--- src/rtl/ppu_pkg.sv ---
// ----------------------------------------------------------------------------
// Packed pixel unpacker package
// Types and constants shared by the front end, the slot walker and the top.
// ----------------------------------------------------------------------------
package ppu_pkg;

  // Item function codes.
  typedef enum logic [0:0] {
    FUNC_PAL_WRITE = 1'b0,
    FUNC_UNPACK    = 1'b1
  } func_e;

  // Pixel depth codes; undefined codes fold onto DEPTH_32.
  typedef enum logic [2:0] {
    DEPTH_1  = 3'd0,
    DEPTH_2  = 3'd1,
    DEPTH_4  = 3'd2,
    DEPTH_8  = 3'd3,
    DEPTH_16 = 3'd4,
    DEPTH_32 = 3'd5
  } depth_e;

  localparam logic [2:0] DepthReset = 3'd5;

  // Queue between the front end and the slot walker.
  localparam int unsigned MidDepth = 2;
  localparam int unsigned MidPtrW  = 1;
  localparam int unsigned MidCntW  = 2;

  // Result queue at the output.
  localparam int unsigned OutDepth = 4;
  localparam int unsigned OutPtrW  = 2;
  localparam int unsigned OutCntW  = 3;

  // Input beat.
  typedef struct packed {
    func_e       func;
    logic [31:0] data_word;
    logic [7:0]  palette_index;
    logic [4:0]  first_slot;
    logic [4:0]  last_slot;
  } in_item_t;

  // Result beat.
  typedef struct packed {
    logic [31:0] pixel_color;
    logic [4:0]  slot;
    logic        last_of_word;
  } out_item_t;

  // Classified work record passed from the front end to the slot walker.
  typedef struct packed {
    func_e       func;
    depth_e      depth;
    logic [31:0] data_word;
    logic [7:0]  palette_index;
    logic [4:0]  first_slot;
    logic [4:0]  last_slot;
  } mid_rec_t;

  // Highest slot index of a word at the given depth.
  function automatic logic [4:0] max_slot(depth_e d);
    return 5'(5'd31 >> d);
  endfunction

  // RGB555 to RGB888 expansion by replicating the top bits of each channel.
  function automatic logic [31:0] expand_555(logic [14:0] w);
    return {8'h00, w[14:10], w[14:12], w[9:5], w[9:7], w[4:0], w[4:2]};
  endfunction

endpackage

--- src/rtl/ppu_front.sv ---
// ----------------------------------------------------------------------------
// Packed pixel unpacker front end
// Holds the depth register, classifies input beats, clamps the slot range,
// drops empty ranges and queues the work records for the slot walker.
// ----------------------------------------------------------------------------
module ppu_front (
  input  logic              clk_i,
  input  logic              rst_ni,
  input  logic              cfg_we_i,
  input  logic [2:0]        cfg_data_i,
  input  logic              push,
  output logic              full,
  input  ppu_pkg::in_item_t in_item_i,
  output logic              mid_valid_o,
  output ppu_pkg::mid_rec_t mid_rec_o,
  input  logic              mid_take_i
);

  logic [2:0]                   depth_q;
  ppu_pkg::depth_e              depth;
  ppu_pkg::mid_rec_t            rec;
  logic [4:0]                   top_slot;
  logic                         accept;
  logic                         enqueue;

  ppu_pkg::mid_rec_t            mem_q [ppu_pkg::MidDepth];
  logic [ppu_pkg::MidPtrW-1:0]  wptr_q, wptr_d;
  logic [ppu_pkg::MidPtrW-1:0]  rptr_q, rptr_d;
  logic [ppu_pkg::MidCntW-1:0]  cnt_q, cnt_d;

  // Depth register; undefined codes act as 32 bits per pixel.
  always_ff @(posedge clk_i or negedge rst_ni) begin
    if (!rst_ni) begin
      depth_q <= ppu_pkg::DepthReset;
    end else if (cfg_we_i) begin
      depth_q <= cfg_data_i;
    end
  end

  always_comb begin
    unique case (depth_q)
      3'd0:    depth = ppu_pkg::DEPTH_1;
      3'd1:    depth = ppu_pkg::DEPTH_2;
      3'd2:    depth = ppu_pkg::DEPTH_4;
      3'd3:    depth = ppu_pkg::DEPTH_8;
      3'd4:    depth = ppu_pkg::DEPTH_16;
      default: depth = ppu_pkg::DEPTH_32;
    endcase
  end

  // Classification: clamp the last slot to the word's pixel count.
  assign top_slot = ppu_pkg::max_slot(depth);

  always_comb begin
    rec.func          = in_item_i.func;
    rec.depth         = depth;
    rec.data_word     = in_item_i.data_word;
    rec.palette_index = in_item_i.palette_index;
    rec.first_slot    = in_item_i.first_slot;
    rec.last_slot     = (in_item_i.last_slot > top_slot) ? top_slot : in_item_i.last_slot;
  end

  // An unpack beat with an empty range is taken and dropped.
  assign accept  = push && !full;
  assign enqueue = accept &&
                   !((in_item_i.func == ppu_pkg::FUNC_UNPACK) &&
                     (rec.first_slot > rec.last_slot));

  // Work queue pointers and fill count.
  always_comb begin
    wptr_d = wptr_q;
    rptr_d = rptr_q;
    cnt_d  = cnt_q;
    if (enqueue) begin
      wptr_d = wptr_q + 1'b1;
    end
    if (mid_take_i) begin
      rptr_d = rptr_q + 1'b1;
    end
    if (enqueue && !mid_take_i) begin
      cnt_d = cnt_q + 1'b1;
    end else if (!enqueue && mid_take_i) begin
      cnt_d = cnt_q - 1'b1;
    end
  end

  always_ff @(posedge clk_i or negedge rst_ni) begin
    if (!rst_ni) begin
      wptr_q <= '0;
      rptr_q <= '0;
      cnt_q  <= '0;
    end else begin
      wptr_q <= wptr_d;
      rptr_q <= rptr_d;
      cnt_q  <= cnt_d;
    end
  end

  // Work queue storage.
  always_ff @(posedge clk_i) begin
    if (enqueue) begin
      mem_q[wptr_q] <= rec;
    end
  end

  assign full        = (cnt_q == ppu_pkg::MidCntW'(ppu_pkg::MidDepth));
  assign mid_valid_o = (cnt_q != '0);
  assign mid_rec_o   = mem_q[rptr_q];

endmodule

--- config.mk ---
export PLATFORM = sky130hd
export DESIGN_NAME = ppu_front
export DESIGN_NICKNAME = d
export VERILOG_FILES = /design/src/rtl/ppu_pkg.sv /design/src/rtl/ppu_front.sv
export SDC_FILE = /design/constraint.sdc
export NUM_CORES = 1
export LEC_CHECK = 0
export ABC_AREA = 1
export BUFFER_PORTS_ARGS = -buffer_cell sky130_fd_sc_hd__buf_2
export CORE_MARGIN = 4
export CORE_UTILIZATION = 58
export DETAILED_ROUTE_END_ITERATION = 12
export MAX_ROUTING_LAYER = met4
export PLACE_DENSITY = 0.93
export SYNTH_ARGS = -nofsm -noshare
export SYNTH_HDL_FRONTEND = slang
export SYNTH_SLANG_ARGS = --single-unit
--- constraint.sdc ---
create_clock -name clk_i -period 7.8 [get_ports clk_i]
set_input_delay 1.17 -clock clk_i [delete_from_list [all_inputs] [get_ports clk_i]]
set_output_delay 1.17 -clock clk_i [all_outputs]
set_load 0.01 [all_outputs]
Word-level counts from Yosys, hierarchy flattened
Memories as Yosys holds them, arrays and structs flattened.
Index checks and enable logic that the tools add are counted.
- register bits after elaboration: 7
- memory bits (writable): 108
- output and inout port bits: 56
- word-level logic and storage cells: 35
- memories kept: 1
- $add $sub $neg: 4
- $lt $le $gt $ge: 2
- equality and inequality tests: 5
- shift-type cells: 1
- multiplexer cells: 6
- reductions and logical operators: 12
- memory list (memory ; words ; width ; read ports ; clocked after memory_dff ; write ports ; RTL line ; RTL):
    mem_q ; 2 ; 54 ; 1 ; 0 ; 1 ; ppu_front.sv:26 ; ppu_pkg::mid_rec_t mem_q [ppu_pkg::MidDepth];
- operators by type and width (kind ; count):
    3-bit one-hot mux with 5 select lines ; 1
    5-bit greater-than comparator ; 2
    3-bit by 2-bit == test with 1-bit output (second input constant) ; 2
    1-bit logical AND ; 5
    5-bit 2-to-1 mux ; 1
    5-bit by 3-bit right shift with 5-bit output (first input constant) ; 1
    1-bit logical NOT ; 4
    2-bit 2-to-1 mux ; 2
    2-bit nonzero test ; 2
    3-bit by 1-bit == test with 1-bit output (second input constant) ; 1
    3-bit == test (second input constant) ; 1
    3-bit logical NOT ; 1
    1-bit adder (second input constant) ; 2
    2-bit by 1-bit adder with 2-bit output (second input constant) ; 1
    2-bit == test (second input constant) ; 1
    1-bit 2-to-1 mux ; 2
    2-bit by 1-bit subtractor with 2-bit output (second input constant) ; 1

Logic depth before layout (Yosys ltp)
Gate-level depths: netlist of run 1.
- depth after elaboration: 13
- depth in mapped cells: 22
- depth with buffers taken out: 22

Worst setup path after synthesis of run 1
OpenSTA, ideal clock, no wires.
- path type: input to register
- from: input port in_item_i[2] (netlist bit)
- to: memory mem_q[1][0] (netlist bit) (enable)
- setup time: 466 ps
- arrival: 4991 ps
- required time: 7334 ps
- setup slack: 2343 ps
- stages: 14
- cell sequence: ha_1 nand2_1 inv_2 o21ai_4 nand3_4 nand2_1 nand2_1 ha_1 nand2_1 nor2_1 a21boi_1 nand2_1 nand2_1 nor2_1
- cells in the longest elaborated chain, start to end: 8
- RTL lines (element ; RTL line ; RTL):
    start, declared ; ppu_front.sv:13 ; input ppu_pkg::in_item_t in_item_i,
    5-bit greater-than comparator ; ppu_front.sv:60 ; rec.last_slot = (in_item_i.last_slot > top_slot) ? top_slot : in_item_i.last_slot;
    5-bit 2-to-1 mux (*) ; ppu_front.sv:60 ;
    5-bit greater-than comparator (*) ; ppu_front.sv:67 ; (rec.first_slot > rec.last_slot));
    1-bit logical AND (*) ; ppu_front.sv:66 ; !((in_item_i.func == ppu_pkg::FUNC_UNPACK) &&
    1-bit logical NOT (*) ; ppu_front.sv:66 ;
    1-bit logical AND (*) ; ppu_front.sv:65 ; assign enqueue = accept &&
    1-bit 2-to-1 mux (*) ; ppu_front.sv:101 ; if (enqueue) begin
    1-bit 2-to-1 mux (not written as such) (*) ; ppu_front.sv:102 ; mem_q[wptr_q] <= rec;
    end, declared ; ppu_front.sv:26 ;
Every way passes the cells marked *; elsewhere a longest branch is shown, timed or not.

Final worst setup path of run 1
- from: input port in_item_i[2] (netlist bit)
- to: memory mem_q[1][24] (netlist bit) (enable)
Same word-level chain as after synthesis.

==> results of run 1 <==
## metal layers
layer / vias up / GRT usage / share of wire
met4: 0 / 0.07248 / 0.015
met1: 1281 / 0.2012 / 0.38
met2: 98 / 0.3166 / 0.54
met3: 14 / 0.06031 / 0.059
met5: - / - / 0
li1: 1287 / - / -
## sequential cells by signal, summed over array words and instances (netlist names)
| signal | cells |
|---|---|
| depth_q | 3 |
| wptr_q | 1 |
| mem_q | 108 |
| rptr_q | 1 |
| cnt_q | 2 |
## where the power goes
| group | internal (mW) | switching [mW] | leakage, nW |
|---|---|---|---|
| sequential | 0.830 | 0.108 | 1.08 |
| combinational | 0.327 | 0.275 | 1.27 |
| clock | 0.482 | 0.256 | 0.273 |
| total | 1.64 | 0.639 | 2.62 |
## cells in the final DEF (no fill, tap or decap), types with 2 or more instances in the layout
| master | count |
|---|---|
| xor2_1 | 2 |
| nor2_1 | 4 |
| dfrtp_1 | 4 |
| nand3_1 | 9 |
| a21oi_1 | 3 |
| nand4_2 | 2 |
| inv_1 | 21 |
| bufinv_16 | 3 |
| buf_2 | 114 |
| inv_2 | 3 |
| clkinvlp_4 | 5 |
| clkbuf_16 | 16 |
| mux2_1 | 5 |
| clkinv_2 | 5 |
| nand2_1 | 32 |
| o21ai_0 | 6 |
| dfstp_2 | 2 |
| edfxtp_1 | 108 |
| mux2_4 | 49 |
| ha_1 | 11 |
| buf_4 | 2 |
## cell families (layout without fill, tap and decap cells)
group / after synthesis / count (layout)
buffers and inverters: 32 / 173
AND/OR/NAND/NOR: 52 / 52
flip-flops: 115 / 115
AO/OA/AOI/OAI: 13 / 13
multiplexers: 54 / 54
adder cells (fa/ha/maj): 11 / 11
other: 0 / 1
XOR/XNOR: 3 / 3
## worst reg2reg max path: cells and delay by family, from the launching register on
kind	cells	cell delay, ns
flops	1	0.60
compound gates	3	0.30
simple gates	9	1.20
fa+ha+maj	2	0.58
buf+inv	3	0.68
## cell type report
class                      count  area [um2]  share of cell area
multi-input combinational    133        1296              0.2119
antenna                        1       2.502           0.0004090
inverter                      25       98.84             0.01616
clock inverter                15       165.2             0.02699
clock buffer                  17       414.1             0.06769
timing repair buffer         116       585.6             0.09571
tap                          105       131.4             0.02147
sequential                   115        3425              0.5597
## metrics by stage
step	hold slack, ns	util
after floorplan	0.4419	-
after global placement	0.4542	0.6738
after detailed placement	0.4584	0.6738
after CTS	0.4642	0.7443
after global routing	0.4732	0.7446
final	0.4899	0.7446
## how the worst max path moves through the flow
stage	from	endpoint	slack [ns]	cells past startpoint
3_3_place_gp	in_item_i[2]	mem_q[1][17]	3.59	16
2_1_floorplan	in_item_i[2]	mem_q[1][0]	2.34	14
3_5_place_dp	in_item_i[2]	mem_q[1][15]	3.46	16
5_1_grt	in_item_i[2]	mem_q[1][18]	3.70	16
4_1_cts	in_item_i[2]	mem_q[1][30]	3.99	16
6_report	in_item_i[2]	mem_q[1][24]	3.95	16
==> results.md, run 1 <==
- Placer Congestion: 0.8460
- CP Cell Sequence: buf_2 > ha_1 > nand2_1 > inv_2 > o21ai_4 > nand3_4 > nand2_1 > nand2_1 > ha_1 > nand2_1 > nor2_1 > a21boi_1 > nand2_1 > nand2_1 > nor2_4 > buf_4
- Chip width: around 100 um
- Power, Total: approximately 2.3 mW
- Top post-synthesis cells by count: edfxtp_1 (108), mux2_4 (49), nand2_1 (32)
- H-tree depth: 4
- CP endpoint kind: flop
- CP Class: in -> reg
- Worst path max stage delay: 0.54 ns
- Starting Density: 0.5934
- Port-buffer cells: ~110
- Core ar.: roughly 8000 um2
- Tot GR Track Use: 0.1858
- Synth Area in Simple Gates: 0.05132
- Final wirelength: ~8500 um
- Post-synthesis area per instance: between 15 and 20 um2
- End of the worst register-to-register path: mem_q[1][24]
- Placed Instances: between 400 and 500
- Worst r2r path cells: 17
- Family with the most delay on the worst path: simple AND/OR/NAND/NOR gates
- GRT overflow: 0
- Routed Antenna Nets: 0
- Largest net degree at the start of global routing: 56
- Vias in the first global route: between 2000 and 3000
- Post-Syn Instances: between 200 and 300
- Crit-path max FO: 44
- Reg-to-Reg Start: depth_q[2]
- Crit path launch type: input pin
- Fillers: between 500 and 600
- DRC Markers: 0
- Synth async-reset ratio: 0.06087
- Final hold vios: 0
- Worst path most repeated cell: nand2_1
- Clk pin slew, worst setup/hold paths: around 0.050 ns
- Drt first pass iters: 4
- Synthesized area: roughly 4900 um2
- Post-synth EDFFs: 108
- Cell variety after synth: 28
- Die Span Y: roughly 100 um
- Final setup fails: 0
- CTS max path bufs: 2
- Die Area: 9938 um2
- Peak VDD IR: ~0.3 mV
- Clock root cell: clkbuf_8
- Initial antenna violation count: 1
- Synth Area in Adders: 0.02823
- Num CTS Buffers: 17
- Sequential element share of the synthesized area: 0.7016
- RSZ-0062 raised after global routing: no
- Synthesis-to-layout area growth: 25.48%
- Layout Nets: ~480
- Final Cell Area: a little over 6000 um2
- Most frequent cell after synthesis: edfxtp_1
- Largest family of logic cells by synthesized area: multiplexers
- Wirelength per Cell: 16.04 um
- Post-DR vias/cell: just over 5
- Setup TNS: 0 ns
- Layout cells sized above 1: 0.5012
- Clock Sinks: around 120
- Final cell count without fillers: roughly 530
- TritonCTS clock tree: done
- Max cap viols: 0
- Tightest Hold Check Type: in -> async
- Max-slew violations: 0
- Ys flop type: edfxtp_1
- Ranking of synthesized cells by area: edfxtp_1 (67%), mux2_4 (15%), ha_1 (2.8%)
- Critical Path RT: approximately 8 ns
- P_leak: between 2 and 3 nW
- Pre-CTS setup slack: about 3.5 ns
- Net Count, Synth: 350
- Detail Placement HPWL: roughly 5800 um
- Cell Rows: 33
- Pwr Density: approximately 370 nW/um2
- Vias: around 2700
- Fraction of synthesized area in multiplexers: 0.1624
- Synth Area in XOR/XNOR: 0.005389
- Yosys top cell area share: 0.6651
- Synth warn: 0
- Status: finished, final reports clean
- Dpl cell area: 5537 um2
- Compound-Gate Fraction of Synth Area: 0.01694
- Post-CTS sizing: 0
- Global-route wire length before repair: ~13000 um
- Hold-fix buffers at CTS: 0
- Relative slew slack: 0.3402
- Clock Skew: approximately 0.007 ns
- Final Cycle Share: 0.4938
- Post-CTS setup buffers: 0
- Worst R2R Setup Slack: about 4 ns
- CP max stage cell: buf_4
- Clock latency on the worst-skew pair: about 0.50 ns
- Largest area contributor in the netlist: edfxtp_1
- FF+latch count, synth: around 120
- Critical Path AT: 3.98 ns
- Max Freq: roughly 260 MHz
- Tmin final: just under 4 ns
- Worst-Margin Slew: slightly below 1 ns
- CP Buf/Inv Count: 3
- # IOs: between 100 and 150
- Worst setup margin: between 3 and 4 ns
- Drt initial violations: roughly 140
Power figures use the tool's default switching activity.
==> run 2: changes to the inputs <==
Settings changed: ABC_AREA 1 to 0, CORE_UTILIZATION 58 to 53, PLACE_DENSITY 0.93 to 0.87.
Clock period 7.8 ns to 3.88 ns, I/O delays scaled along.
==> run 2 against run 1 <==
  * Critical path depth is 3 lower
  * Routed wire length is 12% higher
  * Synthesized area is 4.3% lower
  * Setup slack worse by 3.9 ns
  * Highest routed layer unchanged
  * Synthesized cell count is 11% lower
==> results.md, run 2 <==
- Largest regs: mem_q (108), depth_q (3), cnt_q (2)
- Global-route wire length before repair: 13660 um (+2.3%)
- Chip width: 101.8 um (+2.1%)
- Clk pin slew, worst setup/hold paths: 0.06 ns (about the same)
- End of the worst register-to-register path: mem_q[0][51]
- Cell variety after synth: 34 (+21%)
- Clk network pwr share: 0.354 (+0.030)
- Crit path launch type: flop
- Clock latency on the worst-skew pair: 0.51 ns (about the same)
- GRT overflow: 0 (unchanged)
- Synth Area in Simple Gates: 0.02790 (-0.02342)
- Synth async-reset ratio: 0.06087 (unchanged)
- Crit-path max FO: 11 (-75%)
- Clock Skew: 0.007135 ns (+0.00003464 ns)
- Fraction of synthesized area in multiplexers: 0.1545 (-0.007926)
- DRC Markers: 0 (unchanged)
- Critical Path AT: 4.00 ns (+0.02 ns)
- Detail Placement HPWL: 6160 um (+7.1%)
- Clock Sinks: 115 (unchanged)
- Setup crit end: mem_q[0][51]
- Peak VDD IR: 0.5369 mV (+79%)
- Register share of total power: 0.368 (-0.044)
- Synth Area in XOR/XNOR: 0.007511 (+0.002122)
- Reg-to-Reg Start: depth_q[1]
- Largest Register: mem_q
- Tot GR Track Use: 0.1859 (about the same)
- Synthesis-to-layout area growth: 33.99%
- Internal: 3.388 mW (+110%)
- CP Launch Point: depth_q[1]
- CP endpoint kind: flop
- Post-Syn Instances: 250 (-11%)
- FF+latch count, synth: 115 (unchanged)
- Die Span Y: 101.8 um (+2.1%)
- NetSw: 1.312 mW (+110%)
- Worst-Margin Slew: 0.6624 ns (-0.3273 ns)
- Final Cell Area: 6250 um2 (+2.1%)
- # IOs: 115 (unchanged)
- Vias: 2702 (+0.82%)
- Pwr Density: 752.0 nW/um2 (+100%)
- Core ar.: 8382 um2 (+2.0%)
- Vias in the first global route: 2745 (-1.2%)
- Largest register FFs: 108 (unchanged)
- Port-buffer cells: 114 (unchanged)
- Critical Path RT: 4.09 ns (-3.84 ns)
- TritonCTS clock tree: done
- Fillers: 491 (-6.1%)
- Routed Antenna Nets: 0 (unchanged)
- CTS max path bufs: 2 (unchanged)
- Initial antenna violation count: 0 (-1)
- Layout Nets: 460 (-3.8%)
- Tightest Hold Check Type: in -> reg
- CP Class: reg -> reg
- Wirelength per Cell: 18.66 um (+16%)
- Ys flop type: edfxtp_1
- Num CTS Buffers: 17 (unchanged)
- Placed Instances: 467 (-5.5%)
- H-tree depth: 4 (unchanged)
- Final setup fails: 0 (unchanged)
- Largest area contributor in the netlist: edfxtp_1
- Worst r2r path cells: 13 (-4)
- Largest net degree at the start of global routing: 54 (-3.6%)
- P_leak: 2.448 nW (-6.5%)
- Final Cycle Share: 0.9771
- Hold_sp: in_item_i[21]
- Commonest cells after routing, fill and taps aside: buf_2 (114), edfxtp_1 (108), mux2_2 (56)
- Final cell count without fillers: 508 (-3.6%)
- Most frequent cell after synthesis: edfxtp_1
- Logic gate share of total power: 0.278 (+0.013)
- Power, Total: 4.700 mW (+110%)
- Layout cells sized above 1: 0.5955 (+0.09435)
- Post-synthesis area per instance: 18.66 um2 (+7.1%)
- Cell Rows: 33 (unchanged)
- Starting Density: 0.5565 (-0.03692)
- Ranking of synthesized cells by area: edfxtp_1 (70%), mux2_2 (14%), ha_1 (3.0%)
- Placer Congestion: 0.9174 (+8.4%)
- Synth warn: 0 (unchanged)
- Clock root cell: clkbuf_8
- Relative slew slack: 0.5584 (+0.2182)
- Die Area: 10370 um2 (+4.3%)
- Post-synth EDFFs: 108 (unchanged)
- Tmin final: 3.791 ns
- Max Freq: 263.8 MHz
- Status: finished, final reports clean
- Largest family of logic cells by synthesized area: multiplexers
- Compound-Gate Fraction of Synth Area: 0.03299 (+0.01606)
- Dpl cell area: 5474 um2 (-1.1%)
- Switching share of power: 0.2791 (-0.001370)
- Max cap viols: 0 (unchanged)
- Most common cell after layout, fill and taps aside: buf_2
- Max-slew violations: 0 (unchanged)
- Net Count, Synth: 320 (-8.6%)
- Worst R2R Setup Slack: 0.09 ns (-3.96 ns)
- Synth Area in Adders: 0.02951 (+0.001280)
- Post-DR vias/cell: 5.319 (+4.6%)
- Drt first pass iters: 4 (unchanged)
- Diode count: 0 (-1)
- Yosys top cell area share: 0.6953 (+0.03015)
- Final wirelength: 9480 um (+12%)
- Sequential element share of the synthesized area: 0.7334 (+0.03180)
- Top post-synthesis cells by count: edfxtp_1 (108), mux2_2 (56), ha_1 (11)
- Drt initial violations: 171 (+23%)
- Final hold vios: 0 (unchanged)
- Synthesized area: 4664 um2 (-4.3%)
-- run 2: final cells by class --
class	count	area, um2	area share
clock buffer	17	414.1	0.06627
clock inverter	15	230.2	0.03684
inverter	9	33.78	0.005405
multi-input combinational	119	1272	0.2036
sequential	115	3423	0.5477
tap	105	131.4	0.02102
timing repair buffer	128	744.5	0.1191
-- run 2: critical path, stage by stage (launching register included) --
cell and delay [ns]:
dfrtp_2 0.44, or3_4 0.40, ha_4 0.27, and3_4 0.18, a211oi_4 0.28, a32oi_4 0.10
buf_12 0.16, buf_6 0.12, mux2_4 0.33, ha_4 0.29, nand3_4 0.11, a311oi_4 0.46
buf_4 0.19, buf_6 0.16
-- run 2: how the worst min path moves through the flow --
| stage | to | slack (ns) | cells after the start |
|---|---|---|---|
| floorplan | cnt_q[0] | 0.29 | 0 |
| global placement | cnt_q[0] | 0.42 | 1 |
| detailed placement | cnt_q[0] | 0.43 | 1 |
| CTS | mem_q[0][21] | 0.23 | 1 |
| global route | mem_q[0][43] | 0.23 | 1 |
| finish | mem_q[0][21] | 0.26 | 1 |
-- run 2: per-layer routing --
metal  share of wire  vias to the layer above  track usage
met1            0.39                     1294       0.2336
met3           0.078                       22      0.06075
li1                -                     1271            -
met4           0.027                        0      0.06660
met5               0                        -            -
met2            0.50                      115       0.2862
-- run 2: power by group through the flow --
stage	clock (mW)	combinational (mW)	sequential (mW)
floorplan	0	0.814	1.73
global placement	0	1.23	1.73
detailed placement	0	1.25	1.75
CTS	1.69	1.26	1.73
global route	1.75	1.41	1.75
finish	1.66	1.31	1.73
-- run 2: cell families after synthesis --
group                      count (synthesis)
adders and majority gates                 11
AOI/OAI and AO/OA                         19
DFF                                      115
buffers and inverters                     16
muxes                                     63
and+or+nand+nor                           22
xor gates and xnor gates                   4
-- run 2: timing repair --
action | CTS | global route
buffers inserted | 0 | 6
endpoints found under the hold margin | 5 | 0
gates resized for setup | 0 | 7
hold buffers | 1 | 0
setup endpoints to repair | 0 | 109
-- run 2: through the flow --
| stage | setup WS (ns) | setup TNS (ns) | util | hold slack [ns] |
|---|---|---|---|---|
| 2_1_floorplan | -0.6798 | -73.41 | - | 0.2864 |
| 3_3_place_gp | 0.2464 | 0 | 0.6531 | 0.4217 |
| 3_5_place_dp | 0.09996 | 0 | 0.6531 | 0.4273 |
| 4_1_cts | 0.09632 | 0 | 0.7312 | 0.2349 |
| 5_1_grt | -0.04235 | -0.7630 | 0.7456 | 0.2323 |
| 6_report | 0.08881 | 0 | 0.7456 | 0.2585 |
==> run 3: changes to the inputs <==
Settings changed: CELL_PAD_IN_SITES_DETAIL_PLACEMENT from default to 2, CELL_PAD_IN_SITES_GLOBAL_PLACEMENT from default to 2, CORE_UTILIZATION 53 to 38.
==> run 3 against run 2 <==
  * Maximum frequency rose by 0.87%
  * Register-to-register slack improved by 0.03 ns
  * Global-route usage fell by 1.4 points
  * Core utilization fell by 21 points
  * Sequential cell count did not move
  * Routed wire length rose by 37%
  * Final area rose by 3.0%
  * First-iteration DRC count rose by 7.0%
  * Final cell count rose by 9.4%
  * Hold slack improved by 0.10 ns
  * Critical path depth did not move
  * Setup slack improved by 0.033 ns
  * Critical path type unchanged
  * Largest cell class unchanged
  * Largest power group unchanged
==> results.md, run 3 (synthesis gave the netlist of run 2 again) <==
- NetSw: 1.429 mW (+9.0%)
- Final hold vios: 0 (unchanged)
- Largest Register: mem_q
- Largest net degree at the start of global routing: 51 (-5.6%)
- Hold Crit Depth: 1 (unchanged)
- Worst R2R Setup Slack: 0.12 ns (+0.03 ns)
- Peak VDD IR: 0.3564 mV (-34%)
- Global-route wire length before repair: 17490 um (+28%)
- Largest regs: mem_q (108), depth_q (3), cnt_q (2)
- Starting Density: 0.3883 (-0.1682)
- Switching share of power: 0.2906 (+0.01147)
- Initial antenna violation count: 0 (unchanged)
- Internal: 3.489 mW (+3.0%)
- Placer Congestion: 0.7789 (-15%)
- Post-DR vias/cell: 5.058 (-4.9%)
- Chip width: 118.8 um (+17%)
- Final Cycle Share: 0.9687 (-0.008442)
- Logic gate share of total power: 0.302 (+0.024)
- Max cap viols: 0 (unchanged)
- Die Span Y: 118.8 um (+17%)
- DRC Markers: 0 (unchanged)
- P_leak: 2.510 nW (+2.5%)
- H-tree depth: 4 (unchanged)
- Tmin final: 3.758 ns (-0.03275 ns)
- Crit path launch type: flop
- Vias: 2812 (+4.1%)
- Synthesis-to-layout area growth: 38.04%
- Wirelength per Cell: 23.32 um (+25%)
- Status: finished, final reports clean
- Fin util: 0.5360 (-0.2096)
- Clk network pwr share: 0.341 (-0.013)
- Clock latency on the worst-skew pair: 0.41 ns (-0.10 ns)
- Relative slew slack: 0.5223 (-0.03612)
- Routed Antenna Nets: 0 (unchanged)
- Multi-input gate area: 1274 um2 (about the same)
- Clock Sinks: 115 (unchanged)
- Worst-Margin Slew: 0.7166 ns (+0.05418 ns)
- Critical Path AT: 3.88 ns (-0.12 ns)
- Worst r2r path cells: 13 (unchanged)
- Port-buffer cells: 114 (unchanged)
- Critical Path RT: 4.00 ns (-0.09 ns)
- CP endpoint kind: flop
- Layout cells sized above 1: 0.5966 (+0.001044)
- Drt initial violations: 183 (+7.0%)
- Largest register FFs: 108 (unchanged)
- Tot GR Track Use: 0.1716 (-0.01432)
- Drt first pass iters: 4 (unchanged)
- TritonCTS clock tree: done
- Vias in the first global route: 3041 (+11%)
- Max-slew violations: 0 (unchanged)
- Storage cell area: 3423 um2 (unchanged)
- Diode count: 0 (unchanged)
- Clock root cell: clkbuf_16
- Die Area: 14110 um2 (+36%)
- Crit-path max FO: 12 (+1)
- Cell Rows: 40 (+21%)
- Clock Skew: 0.01157 ns (+0.004435 ns)
- Num CTS Buffers: 17 (unchanged)
- CTS max path bufs: 2 (unchanged)
- Most common cell after layout, fill and taps aside: buf_2
- RSZ-0062 raised after global routing: yes
- Fillers: 1089 (+120%)
- Final wirelength: 12970 um (+37%)
- Core ar.: 12010 um2 (+43%)
- Pwr Density: 763.9 nW/um2 (+1.6%)
- Final setup fails: 0 (unchanged)
- # IOs: 115 (unchanged)
- Max Freq: 266.1 MHz (+0.87%)
- Power, Total: 4.919 mW (+4.7%)
- Layout Nets: 467 (+1.5%)
- CP Class: reg -> reg
- Commonest cells after routing, fill and taps aside: buf_2 (114), edfxtp_1 (108), mux2_2 (56)
- Detail Placement HPWL: 7632 um (+24%)
- Tightest Hold Check Type: in -> reg
- Clk pin slew, worst setup/hold paths: 0.06 ns (about the same)
- GRT overflow: 0 (unchanged)
- Register share of total power: 0.357 (-0.011)
## run 3: cell count changes in the layout (fill, tap and decap cells not counted), sizes merged
cell    previous run  this run
clkbuf            18        24
buf              126       129
inv               11         9
clkinv             6         5
## run 3: path summary, 6_finish.rpt
kind / to / start
worst max-delay path: mem_q[0][42] / depth_q[1]
min in group asynchronous: cnt_q[0] / rst_ni
worst min-delay path: mem_q[0][36] / in_item_i[36]
worst min register to register: cnt_q[1] / cnt_q[1]
worst max register to register: mem_q[0][42] / depth_q[1]
max in group asynchronous: depth_q[2] / rst_ni
## run 3: layout make-up
cell class / count / share of cell area
multi-input combinational: 119 / 0.1978
sequential: 115 / 0.5317
tap: 147 / 0.02857
clock buffer: 19 / 0.06724
inverter: 9 / 0.005247
timing repair buffer: 135 / 0.1403
clock inverter: 12 / 0.02915
## run 3: stage by stage
stage	TNS [ns]	instance area [um2]	hold slack, ns	setup slack [ns]	cells
2_1_floorplan	-73.41	4728	0.2864	-0.6798	250
3_3_place_gp	0	5539	0.4392	0.2123	509
3_5_place_dp	0	5539	0.4477	0.05785	509
4_1_cts	0	6192	0.3365	0.06559	544
5_1_grt	-5.167	6439	0.3395	-0.07854	556
6_report	0	6439	0.3581	0.1216	556
## run 3: power groups by stage
stage	clock network (mW)	logic [mW]	registers, mW
after global placement	0	1.27	1.74
after CTS	1.69	1.34	1.75
after floorplan	0	0.814	1.73
final	1.68	1.49	1.76
after detailed placement	0	1.31	1.77
after global routing	1.78	1.59	1.78
## run 3: critical path, stage by stage, from the launching register on
cell and delay, ns:
dfrtp_2 0.45, or3_4 0.40, ha_4 0.28, and3_4 0.20, o21ai_2 0.09, a32oi_4 0.28, mux2i_1 0.25, ha_1 0.27
a21o_1 0.21, a21oi_4 0.22, nand2_4 0.10, a311oi_4 0.34, buf_12 0.19, clkbuf_16 0.18
## run 3: what timing repair did
item / in CTS / in global routing
hold endpoints to repair: 1 / 0
pin swaps: 1 / 7
endpoints found under the setup margin: 60 / 109
hold buffers: 1 / 0
cloned: 0 / 7
setup buffers: 3 / 5
resized for setup: 0 / 10
## run 3: metal layers
metal	vias up	wire length, um	global-route usage
met2	82	6965	0.2842
met3	21	535	0.05502
li1	1274	-	-
met5	-	0	-
met1	1435	5263	0.1937
met4	0	203	0.06734
